`src/sv/addressed_command_holding_queue_macros.svh`:
```
// Assertion macros used by the holding queue top module.
`ifndef ADDRESSED_COMMAND_HOLDING_QUEUE_MACROS_SVH
`define ADDRESSED_COMMAND_HOLDING_QUEUE_MACROS_SVH

// Same-cycle implication, sampled on clk and quiet during reset.
`define ACQ_ASSERT_NOW(label, ante, cons, msg) \
	label: assert property (@(posedge clk) disable iff (!arst_n) (ante) |-> (cons)) \
		else $error(msg);

// Next-cycle implication, sampled on clk and quiet during reset.
`define ACQ_ASSERT_NEXT(label, ante, cons, msg) \
	label: assert property (@(posedge clk) disable iff (!arst_n) (ante) |=> (cons)) \
		else $error(msg);

`endif

```
`src/sv/acq_pkg.sv`:
```
// Shared types, constants and helpers of the addressed command holding queue.
`timescale 1ns / 1ps
package acq_pkg;

	localparam int SLOTS     = 8;
	localparam int MAX_BYTES = 32;

	localparam int SLOT_W  = 4;
	localparam int SIDX_W  = (SLOTS > 1) ? $clog2(SLOTS) : 1;
	localparam int LEN_W   = 6;
	localparam int DEPTH   = SLOTS * MAX_BYTES;
	localparam int ADDR_W  = (DEPTH > 1) ? $clog2(DEPTH) : 1;
	localparam int STEP_W  = $clog2(SLOTS + 1);

	typedef logic [SLOT_W-1:0] slot_t;
	typedef logic [SIDX_W-1:0] sidx_t;
	typedef logic [LEN_W-1:0]  len_t;
	typedef logic [ADDR_W-1:0] addr_t;
	typedef logic [7:0]        byte_t;
	typedef logic [1:0]        status_t;

	localparam slot_t NONE_SLOT = {SLOT_W{1'b1}};

	localparam status_t ST_SENT   = 2'd0;
	localparam status_t ST_STORED = 2'd1;
	localparam status_t ST_FULL   = 2'd2;
	localparam status_t ST_NONE   = 2'd3;

	// Commands from the sequencer to the slot table.
	typedef struct packed {
		logic  commit;
		logic  unlink;
		logic  dest_we;
		slot_t slot;
		len_t  len;
		byte_t dest;
	} acq_tbl_cmd_t;

	// Slot table entry seen at the command slot.
	typedef struct packed {
		len_t  len;
		byte_t dest;
		slot_t nxt;
	} acq_tbl_rd_t;

	function automatic logic slot_ok(slot_t s);
		return s < SLOT_W'(SLOTS);
	endfunction

	function automatic sidx_t slot_idx(slot_t s);
		return s[SIDX_W-1:0];
	endfunction

	function automatic addr_t store_addr(slot_t s, len_t i);
		return ADDR_W'(int'(s) * MAX_BYTES + int'(i));
	endfunction

endpackage

```
`src/sv/acq_ram.sv`:
```
// Generic single-write, single-read RAM with a registered read port.
`timescale 1ns / 1ps
module acq_ram #(
	parameter int WIDTH = 8,
	parameter int DEPTH = 256
) (
	input  logic                             clk,
	input  logic                             we,
	input  logic [$clog2(DEPTH)-1:0]         waddr,
	input  logic [WIDTH-1:0]                 wdata,
	input  logic [$clog2(DEPTH)-1:0]         raddr,
	output logic [WIDTH-1:0]                 rdata
);

	logic [WIDTH-1:0] mem_q [DEPTH];

	// Write port and registered read port.
	always_ff @(posedge clk) begin
		if (we) begin
			mem_q[waddr] <= wdata;
		end
		rdata <= mem_q[raddr];
	end

endmodule

```
`src/sv/acq_slot_table.sv`:
```
// Slot table: lengths, destinations and the arrival-ordered doubly linked list.
`timescale 1ns / 1ps
module acq_slot_table (
	input  logic                      clk,
	input  logic                      arst_n,
	input  acq_pkg::acq_tbl_cmd_t     cmd,
	output acq_pkg::slot_t            oldest,
	output logic [acq_pkg::SLOTS-1:0] idle_mask,
	output acq_pkg::acq_tbl_rd_t      rd
);
	import acq_pkg::*;

	len_t  len_q  [SLOTS];
	byte_t dest_q [SLOTS];
	slot_t next_q [SLOTS];
	slot_t prev_q [SLOTS];
	slot_t oldest_q;
	slot_t newest_q;

	sidx_t si;
	slot_t nx;
	slot_t pv;

	assign si = slot_idx(cmd.slot);
	assign nx = slot_ok(cmd.slot) ? next_q[si] : NONE_SLOT;
	assign pv = slot_ok(cmd.slot) ? prev_q[si] : NONE_SLOT;
	assign oldest = oldest_q;

	// A slot is idle while its length is zero.
	always_comb begin
		for (int i = 0; i < SLOTS; i++) begin
			idle_mask[i] = (len_q[i] == '0);
		end
	end

	// Entry at the command slot; an invalid slot reads as empty.
	always_comb begin
		if (slot_ok(cmd.slot)) begin
			rd.len  = len_q[si];
			rd.dest = dest_q[si];
			rd.nxt  = next_q[si];
		end else begin
			rd.len  = '0;
			rd.dest = '0;
			rd.nxt  = NONE_SLOT;
		end
	end

	// Destination byte of the message being received.
	always_ff @(posedge clk) begin
		if (cmd.dest_we) begin
			dest_q[si] <= cmd.dest;
		end
	end

	// Append at the tail on commit; unlink and free on removal.
	always_ff @(posedge clk or negedge arst_n) begin
		if (!arst_n) begin
			for (int i = 0; i < SLOTS; i++) begin
				len_q[i]  <= '0;
				next_q[i] <= NONE_SLOT;
				prev_q[i] <= NONE_SLOT;
			end
			oldest_q <= NONE_SLOT;
			newest_q <= NONE_SLOT;
		end else begin
			if (cmd.commit) begin
				len_q[si]  <= cmd.len;
				next_q[si] <= NONE_SLOT;
				prev_q[si] <= newest_q;
				if (slot_ok(newest_q)) begin
					next_q[slot_idx(newest_q)] <= cmd.slot;
				end
				newest_q <= cmd.slot;
				if (!slot_ok(oldest_q)) begin
					oldest_q <= cmd.slot;
				end
			end
			if (cmd.unlink) begin
				if (slot_ok(nx)) begin
					prev_q[slot_idx(nx)] <= pv;
				end
				if (slot_ok(pv)) begin
					next_q[slot_idx(pv)] <= nx;
				end
				if (oldest_q == cmd.slot) begin
					oldest_q <= nx;
				end
				if (newest_q == cmd.slot) begin
					newest_q <= pv;
				end
				len_q[si]  <= '0;
				next_q[si] <= NONE_SLOT;
				prev_q[si] <= NONE_SLOT;
			end
		end
	end

endmodule

```
`src/sv/addressed_command_holding_queue.sv`:
```
// A store byte is handled at its transfer; the last byte's result strobes in the next cycle.
// A poll walks one linked slot per cycle from the oldest until the match, the end of the list
// or the step limit, then streams one byte per cycle and unlinks the slot.
// A matching poll stays busy through walk, stream and unlink; a miss only for the walk.
// Results cannot be stalled by the receiver. Reset clears the slot table and the sequencer;
// message bytes need no clearing.
`timescale 1ns / 1ps
`include "addressed_command_holding_queue_macros.svh"
module addressed_command_holding_queue (
	input  logic              clk,
	input  logic              arst_n,
	input  logic              start,
	output logic              busy,
	input  logic              action,
	input  logic [7:0]        msg_byte,
	input  logic              msg_last,
	input  logic [7:0]        poll_address,
	output logic              strobe,
	output acq_pkg::status_t  status,
	output logic [7:0]        out_byte,
	output logic              out_last
);
	import acq_pkg::*;

	localparam logic [1:0] S_IDLE   = 2'd0;
	localparam logic [1:0] S_WALK   = 2'd1;
	localparam logic [1:0] S_STREAM = 2'd2;
	localparam logic [1:0] S_UNLINK = 2'd3;

	logic [1:0]        state_q;
	slot_t             walk_s_q;
	logic [STEP_W-1:0] steps_q;
	byte_t             addr_q;
	len_t              len_q;
	len_t              idx_q;
	len_t              fill_count_q;
	slot_t             filling_q;

	logic              res_v_q;
	status_t           res_status_q;
	logic              res_ram_q;
	logic              res_last_q;

	acq_tbl_cmd_t      cmd;
	acq_tbl_rd_t       rd;
	slot_t             oldest;
	logic [SLOTS-1:0]  idle_mask;
	byte_t             ram_rdata;

	logic              acc;
	logic              store_acc;
	slot_t             found;
	slot_t             cur_slot;
	logic              cur_ok;
	logic              room;
	len_t              new_cnt;
	logic              walk_end;
	logic              walk_hit;
	logic              stream_last;

	assign busy      = (state_q != S_IDLE);
	assign acc       = start && !busy;
	assign store_acc = acc && !action;

	// First idle slot, lowest index first.
	always_comb begin
		found = NONE_SLOT;
		for (int i = SLOTS - 1; i >= 0; i--) begin
			if (idle_mask[i]) begin
				found = SLOT_W'(i);
			end
		end
	end

	// Slot and byte count of the message being received.
	assign cur_slot = (fill_count_q == '0) ? found : filling_q;
	assign cur_ok   = slot_ok(cur_slot);
	assign room     = fill_count_q < LEN_W'(MAX_BYTES);
	assign new_cnt  = cur_ok ? (room ? fill_count_q + 1'b1 : fill_count_q) : LEN_W'(1);

	// Compare of the walk: end of list or step limit, or a live slot with the polled address.
	assign walk_end    = (steps_q == STEP_W'(SLOTS)) || !slot_ok(walk_s_q);
	assign walk_hit    = (rd.len != '0) && (rd.dest == addr_q);
	assign stream_last = (idx_q == len_q - 1'b1);

	// Slot table commands.
	always_comb begin
		cmd.commit  = store_acc && msg_last && cur_ok;
		cmd.unlink  = (state_q == S_UNLINK);
		cmd.dest_we = store_acc && cur_ok && (fill_count_q == '0);
		cmd.slot    = store_acc ? cur_slot : walk_s_q;
		cmd.len     = new_cnt;
		cmd.dest    = msg_byte;
	end

	acq_slot_table u_table (
		.clk       (clk),
		.arst_n    (arst_n),
		.cmd       (cmd),
		.oldest    (oldest),
		.idle_mask (idle_mask),
		.rd        (rd)
	);

	acq_ram #(
		.WIDTH (8),
		.DEPTH (DEPTH)
	) u_store (
		.clk   (clk),
		.we    (store_acc && cur_ok && room),
		.waddr (store_addr(cur_slot, fill_count_q)),
		.wdata (msg_byte),
		.raddr (store_addr(walk_s_q, idx_q)),
		.rdata (ram_rdata)
	);

	// Receive state of the message in progress.
	always_ff @(posedge clk or negedge arst_n) begin
		if (!arst_n) begin
			fill_count_q <= '0;
			filling_q    <= NONE_SLOT;
		end else if (store_acc) begin
			if (msg_last) begin
				fill_count_q <= '0;
				filling_q    <= NONE_SLOT;
			end else begin
				fill_count_q <= new_cnt;
				filling_q    <= cur_slot;
			end
		end
	end

	// Poll sequencer and result register.
	always_ff @(posedge clk or negedge arst_n) begin
		if (!arst_n) begin
			state_q      <= S_IDLE;
			walk_s_q     <= NONE_SLOT;
			steps_q      <= '0;
			addr_q       <= '0;
			len_q        <= '0;
			idx_q        <= '0;
			res_v_q      <= 1'b0;
			res_status_q <= ST_NONE;
			res_ram_q    <= 1'b0;
			res_last_q   <= 1'b0;
		end else begin
			res_v_q <= 1'b0;
			unique case (state_q)
				S_IDLE: begin
					if (store_acc && msg_last) begin
						res_v_q      <= 1'b1;
						res_status_q <= cur_ok ? ST_STORED : ST_FULL;
						res_ram_q    <= 1'b0;
						res_last_q   <= 1'b1;
					end else if (acc && action) begin
						if (poll_address == '0) begin
							res_v_q      <= 1'b1;
							res_status_q <= ST_NONE;
							res_ram_q    <= 1'b0;
							res_last_q   <= 1'b1;
						end else begin
							walk_s_q <= oldest;
							steps_q  <= '0;
							addr_q   <= poll_address;
							state_q  <= S_WALK;
						end
					end
				end
				S_WALK: begin
					if (walk_end) begin
						res_v_q      <= 1'b1;
						res_status_q <= ST_NONE;
						res_ram_q    <= 1'b0;
						res_last_q   <= 1'b1;
						state_q      <= S_IDLE;
					end else if (walk_hit) begin
						len_q   <= rd.len;
						idx_q   <= '0;
						state_q <= S_STREAM;
					end else begin
						walk_s_q <= rd.nxt;
						steps_q  <= steps_q + 1'b1;
					end
				end
				S_STREAM: begin
					res_v_q      <= 1'b1;
					res_status_q <= ST_SENT;
					res_ram_q    <= 1'b1;
					res_last_q   <= stream_last;
					idx_q        <= idx_q + 1'b1;
					if (stream_last) begin
						state_q <= S_UNLINK;
					end
				end
				S_UNLINK: begin
					state_q <= S_IDLE;
				end
				default: begin
					state_q <= S_IDLE;
				end
			endcase
		end
	end

	// Result ports; the byte comes straight from the registered store read.
	assign strobe   = res_v_q;
	assign status   = res_status_q;
	assign out_byte = res_ram_q ? ram_rdata : 8'h00;
	assign out_last = res_last_q;

	`ACQ_ASSERT_NEXT(a_stream_emits, state_q == S_STREAM, strobe && status == ST_SENT, "no stream byte")
	`ACQ_ASSERT_NOW(a_unlink_last, state_q == S_UNLINK, strobe && out_last, "no last byte at unlink")
	`ACQ_ASSERT_NEXT(a_middle_quiet, store_acc && !msg_last, !strobe, "middle byte gave a result")
	`ACQ_ASSERT_NEXT(a_poll_progress, acc && action, busy || (strobe && out_last), "poll stalled")

endmodule

```
`config.mk`:
```
export PLATFORM = sky130hd
export DESIGN_NAME = addressed_command_holding_queue
export DESIGN_NICKNAME = d
export VERILOG_FILES = /design/src/sv/acq_pkg.sv /design/src/sv/acq_ram.sv /design/src/sv/acq_slot_table.sv /design/src/sv/addressed_command_holding_queue.sv
export VERILOG_INCLUDE_DIRS = /design/src /design/src/sv
export SDC_FILE = /design/constraint.sdc
export NUM_CORES = 2
export LEC_CHECK = 0
export BUFFER_PORTS_ARGS = -buffer_cell sky130_fd_sc_hd__clkbuf_2
export CAP_MARGIN = 30
export CORE_MARGIN = 1.5
export CORE_UTILIZATION = 63
export DETAILED_ROUTE_END_ITERATION = 12
export HOLD_SLACK_MARGIN = 0.02
export PLACE_DENSITY = 0.86
export SETUP_SLACK_MARGIN = 0.2
export SLEW_MARGIN = 25
export SYNTH_ARGS = -nofsm -noshare
export SYNTH_HDL_FRONTEND = slang
export SYNTH_SLANG_ARGS = --single-unit
```
`constraint.sdc`:
```
create_clock -name clk -period 5.5 [get_ports clk]
set_input_delay 1.1 -clock clk [delete_from_list [all_inputs] [get_ports clk]]
set_output_delay 1.1 -clock clk [all_outputs]
set_load 0.05 [all_outputs]
```
==> impl_metrics.sql <==
INSERT INTO impl_metrics (metric_group, metric, value, unit) VALUES
('route', 'first_pass_iters', '9', ''),
('pwr', 'p_clk_share', '32.8', '%'),
('yosys', 'syn-num-nets', '4569', ''),
('die', 'placementRows', '139', ''),
('grt', 'global_route.overflow_total', '0', ''),
('clocking', 'post-cts-setup-buffer-count', '0', ''),
('critical_path', 'worstSetupPathType', 'register to register', ''),
('route', 'first_iter_violations', '9740', ''),
('yosys', 'syn-instance-count', '4530', ''),
('pwr', 'netSwitchingFraction', '30.1', '%'),
('yosys', 'synthFlopType', 'edfxtp_1', ''),
('pwr', 'report.power.total', '46.6', 'mW'),
('route', 'route.detailed.vias_per_inst', '7.59', ''),
('clocking', 'clock_latency', '0.87', 'ns'),
('timing', 'maxSlewViolCount', '0', ''),
('timing', 'hold_viol', '0', ''),
('timing', 'max_slew.worst_pin.slew', '1.19', 'ns'),
('finish', 'design_area', '104000', 'µm²'),
('pwr', 'vdd_ir_drop_max', '0.000319', 'V'),
('clocking', 'clk_pin_slew_worst_paths', '0.07', 'ns'),
('critical_path', 'worst_setup_path_start_kind', 'register', ''),
('yosys', 'synth_top_area_share', '69.0', '%'),
('grt', 'global_route.usage.total', '38.3', '%'),
('clocking', 'clock_tree.root_cell', 'clkbuf_16', ''),
('die', 'design.die.area', '148000', 'µm²'),
('placed_design', 'io_buffers', '33', ''),
('critical_path', 'timing.rr.end', 'u_store.mem_q[204][6]', ''),
('critical_path', 'critical_path_arrival', '5.88', 'ns'),
('critical_path', 'r2r_cells', '12', ''),
('status', 'status', 'finished, final reports clean', ''),
('die', 'die_w', '385', 'µm'),
('placed_design', 'dp.final_hpwl', '150', 'mm'),
('placed_design', 'gp_congestion', '0.945', ''),
('timing', 'totalNegativeSetupSlack', '0', 'ns'),
('critical_path', 'crit_required', '5.97', 'ns'),
('yosys', 'synth_top_cell_by_area', 'edfxtp_1', ''),
('grt', 'grt_pass1_vias', '52600', ''),
('finish', 'post_layout_nonfiller_instances', '7025', ''),
('critical_path', 'crit_start', 'u_table.len_q[32]', ''),
('timing', 'post-route-min-period', '5.41', 'ns'),
('clocking', 'post_cts_hold_buffer_count', '0', ''),
('yosys', 'yosys_warnings', '0', ''),
('pwr', 'switchingPower', '14.0', 'mW'),
('clocking', 'numCtsBuffers', '213', ''),
('critical_path', 'ff2ff_setup_slack', '0.09', 'ns'),
('grt', 'grt_first_pass_wirelength', '395', 'mm'),
('timing', 'setup_viol_count_final', '0', ''),
('yosys', 'netlist-cell-type-count', '98', ''),
('yosys', 'netlist_area', '91900', 'µm²'),
('finish', 'nets', '4969', ''),
('pwr', 'internal_power', '32.6', 'mW'),
('min_path', 'holdCritPathClass', 'input port to async pin', ''),
('pwr', 'p_comb_share', '23.5', '%'),
('clocking', 'clock_tree.htree_level_count', '4', ''),
('timing', 'timing.slew.headroom', '20.4', '%'),
('yosys', 'post_synthesis_sequential_area_ratio', '73.8', '%'),
('yosys', 'number_of_enable_flip_flop_cells_after_synthesis', '2112', ''),
('finish', 'num-fill-cells', '7315', ''),
('grt', 'grt_max_degree', '166', ''),
('pwr', 'sequentialPowerShare', '43.6', '%'),
('route', 'drc', '0', ''),
('timing', 'grt_setup_unrepaired', 'yes', ''),
('timing', 'skew', '0.0405', 'ns'),
('yosys', 'post_synthesis_async_set_or_reset_flop_share', '7.22', '%'),
('route', 'wl', '279', 'mm'),
('die', 'ios', '34', ''),
('placed_design', 'place_area', '96900', 'µm²'),
('clocking', 'clock_tree_from_tritoncts', 'yes', ''),
('critical_path', 'regToRegStartpoint', 'u_table.len_q[32]', ''),
('pwr', 'total_leakage_power', '33.0', 'nW'),
('critical_path', 'critPathCapture', 'u_store.mem_q[204][6]', '');
-- flip-flops by register name, summed over array words and instances (netlist names), 2 cells and up, named ones only --
name              cells
u_table.next_q       32
status                2
u_table.dest_q       64
len_q                 6
steps_q               4
u_table.newest_q      4
u_table.len_q        48
fill_count_q          6
u_table.prev_q       32
u_store.mem_q      2048
walk_s_q              4
u_store.rdata         8
idx_q                 6
filling_q             4
u_table.oldest        4
addr_q                8
-- cells by family after synthesis --
group / count (synthesis) / share of synthesized area [%]
multiplexers: 796 / 18.0
AND/OR/NAND/NOR: 801 / 3.88
flip-flops: 2285 / 73.8
buffers and inverters: 291 / 1.31
XOR/XNOR: 22 / 0.210
AO/OA/AOI/OAI: 317 / 2.54
adder cells (fa/ha/maj): 18 / 0.245
-- final cells by class --
| cell class | count | area (µm²) | area share, % |
|---|---|---|---|
| well taps | 1903 | 2380 | 2.28 |
| clock buffers | 260 | 5690 | 5.46 |
| repair buffers | 453 | 3850 | 3.69 |
| diodes | 11 | 27.5 | 0.0264 |
| clock inverters | 136 | 1360 | 1.30 |
| inverters | 22 | 90.1 | 0.0864 |
| multi-input cells | 1955 | 23100 | 22.1 |
| flip-flops and latches | 2285 | 67800 | 65.0 |
-- layout by cell type (no fill, tap or decap), drive strengths merged, types with 10 or more instances in the layout --
master	n
o311ai	16
a21oi	54
mux4	680
nor3	41
o211ai	38
inv	32
nand3	52
dfstp	82
o221ai	12
xnor2	14
dfrtp	83
ha	18
a211oi	54
edfxtp	2112
nor2	400
mux2i	63
bufinv	25
clkbuf	289
and2	19
mux2	53
diode	11
nor2b	13
nor3b	10
o21ai	41
and3	14
nand2	192
buf	424
clkinv	94
-- critical path: stages, from the launching register on --
cell      delay, ns
dfrtp_1        0.47
nor2_1         0.10
and3_1         0.33
a211oi_1       0.81
nor2_1         0.23
a211oi_1       0.47
ha_1           0.27
ha_1           0.20
xor2_1         0.46
and2_1         0.47
nand2_1        0.21
buf_4          0.26
nor2_1         0.75
-- power groups by stage --
stage	sequential (mW)	combinational [mW]	clock [mW]
final	20.3	11.0	15.3
after global routing	20.3	11.3	15.9
after CTS	20.3	10.5	15.3
after detailed placement	20.6	10.2	0
after global placement	20.6	9.79	0
after floorplan	20.3	6.74	0
-- synthesized netlist by cell type (12+ instances only) --
library cell,count
a21oi_1,52
nor2b_1,13
o221ai_1,12
and2_1,17
mux4_2,680
o21ai_0,35
mux2i_1,63
inv_1,20
o311ai_0,14
nand2_1,191
buf_2,17
dfstp_2,82
a211oi_1,52
buf_4,12
clkbuf_1,170
o211ai_1,37
mux2_2,50
edfxtp_1,2112
nor2_1,399
nor3_1,36
nand3_1,51
xnor2_1,14
dfrtp_1,83
ha_1,18
buf_1,64
and3_1,14
-- metal layers --
layer	wire length, µm	share of wire [%]	global-route usage, %	up-vias
li1	-	-	-	19500
met1	87700	31	48.4	26900
met2	133000	48	60.0	5504
met3	37400	13	10.4	1295
met4	20900	7.5	22.7	32
met5	250	0.090	0	-
-- worst min-delay path by stage --
stage / from / end / slack, ns / cells past startpoint
finish: arst_n / u_table.len_q[7] / 0.33 / 1
global route: arst_n / u_table.len_q[18] / 0.42 / 1
CTS: arst_n / u_table.len_q[7] / 0.34 / 1
detailed placement: filling_q[1] / filling_q[1] / 0.49 / 2
global placement: filling_q[1] / filling_q[1] / 0.48 / 2
floorplan: filling_q[1] / filling_q[1] / 0.44 / 2
-- per-stage QoR --
| step | util, % | worst slack [ns] | hold WS (ns) |
|---|---|---|---|
| finish | 72.3 | 0.0934 | 0.331 |
| global route | 72.3 | 0.219 | 0.423 |
| CTS | 72.1 | 0.0868 | 0.342 |
| detailed placement | 67.2 | 0.163 | 0.491 |
| global placement | 67.2 | 0.242 | 0.477 |
| floorplan | - | 1.07 | 0.442 |
-- what timing repair did --
action,in CTS,in global routing
gates cloned,0,1
pin swaps,0,1
gates resized for setup,2,29
setup endpoints to repair,67,260
Power figures use the tool's default switching activity.
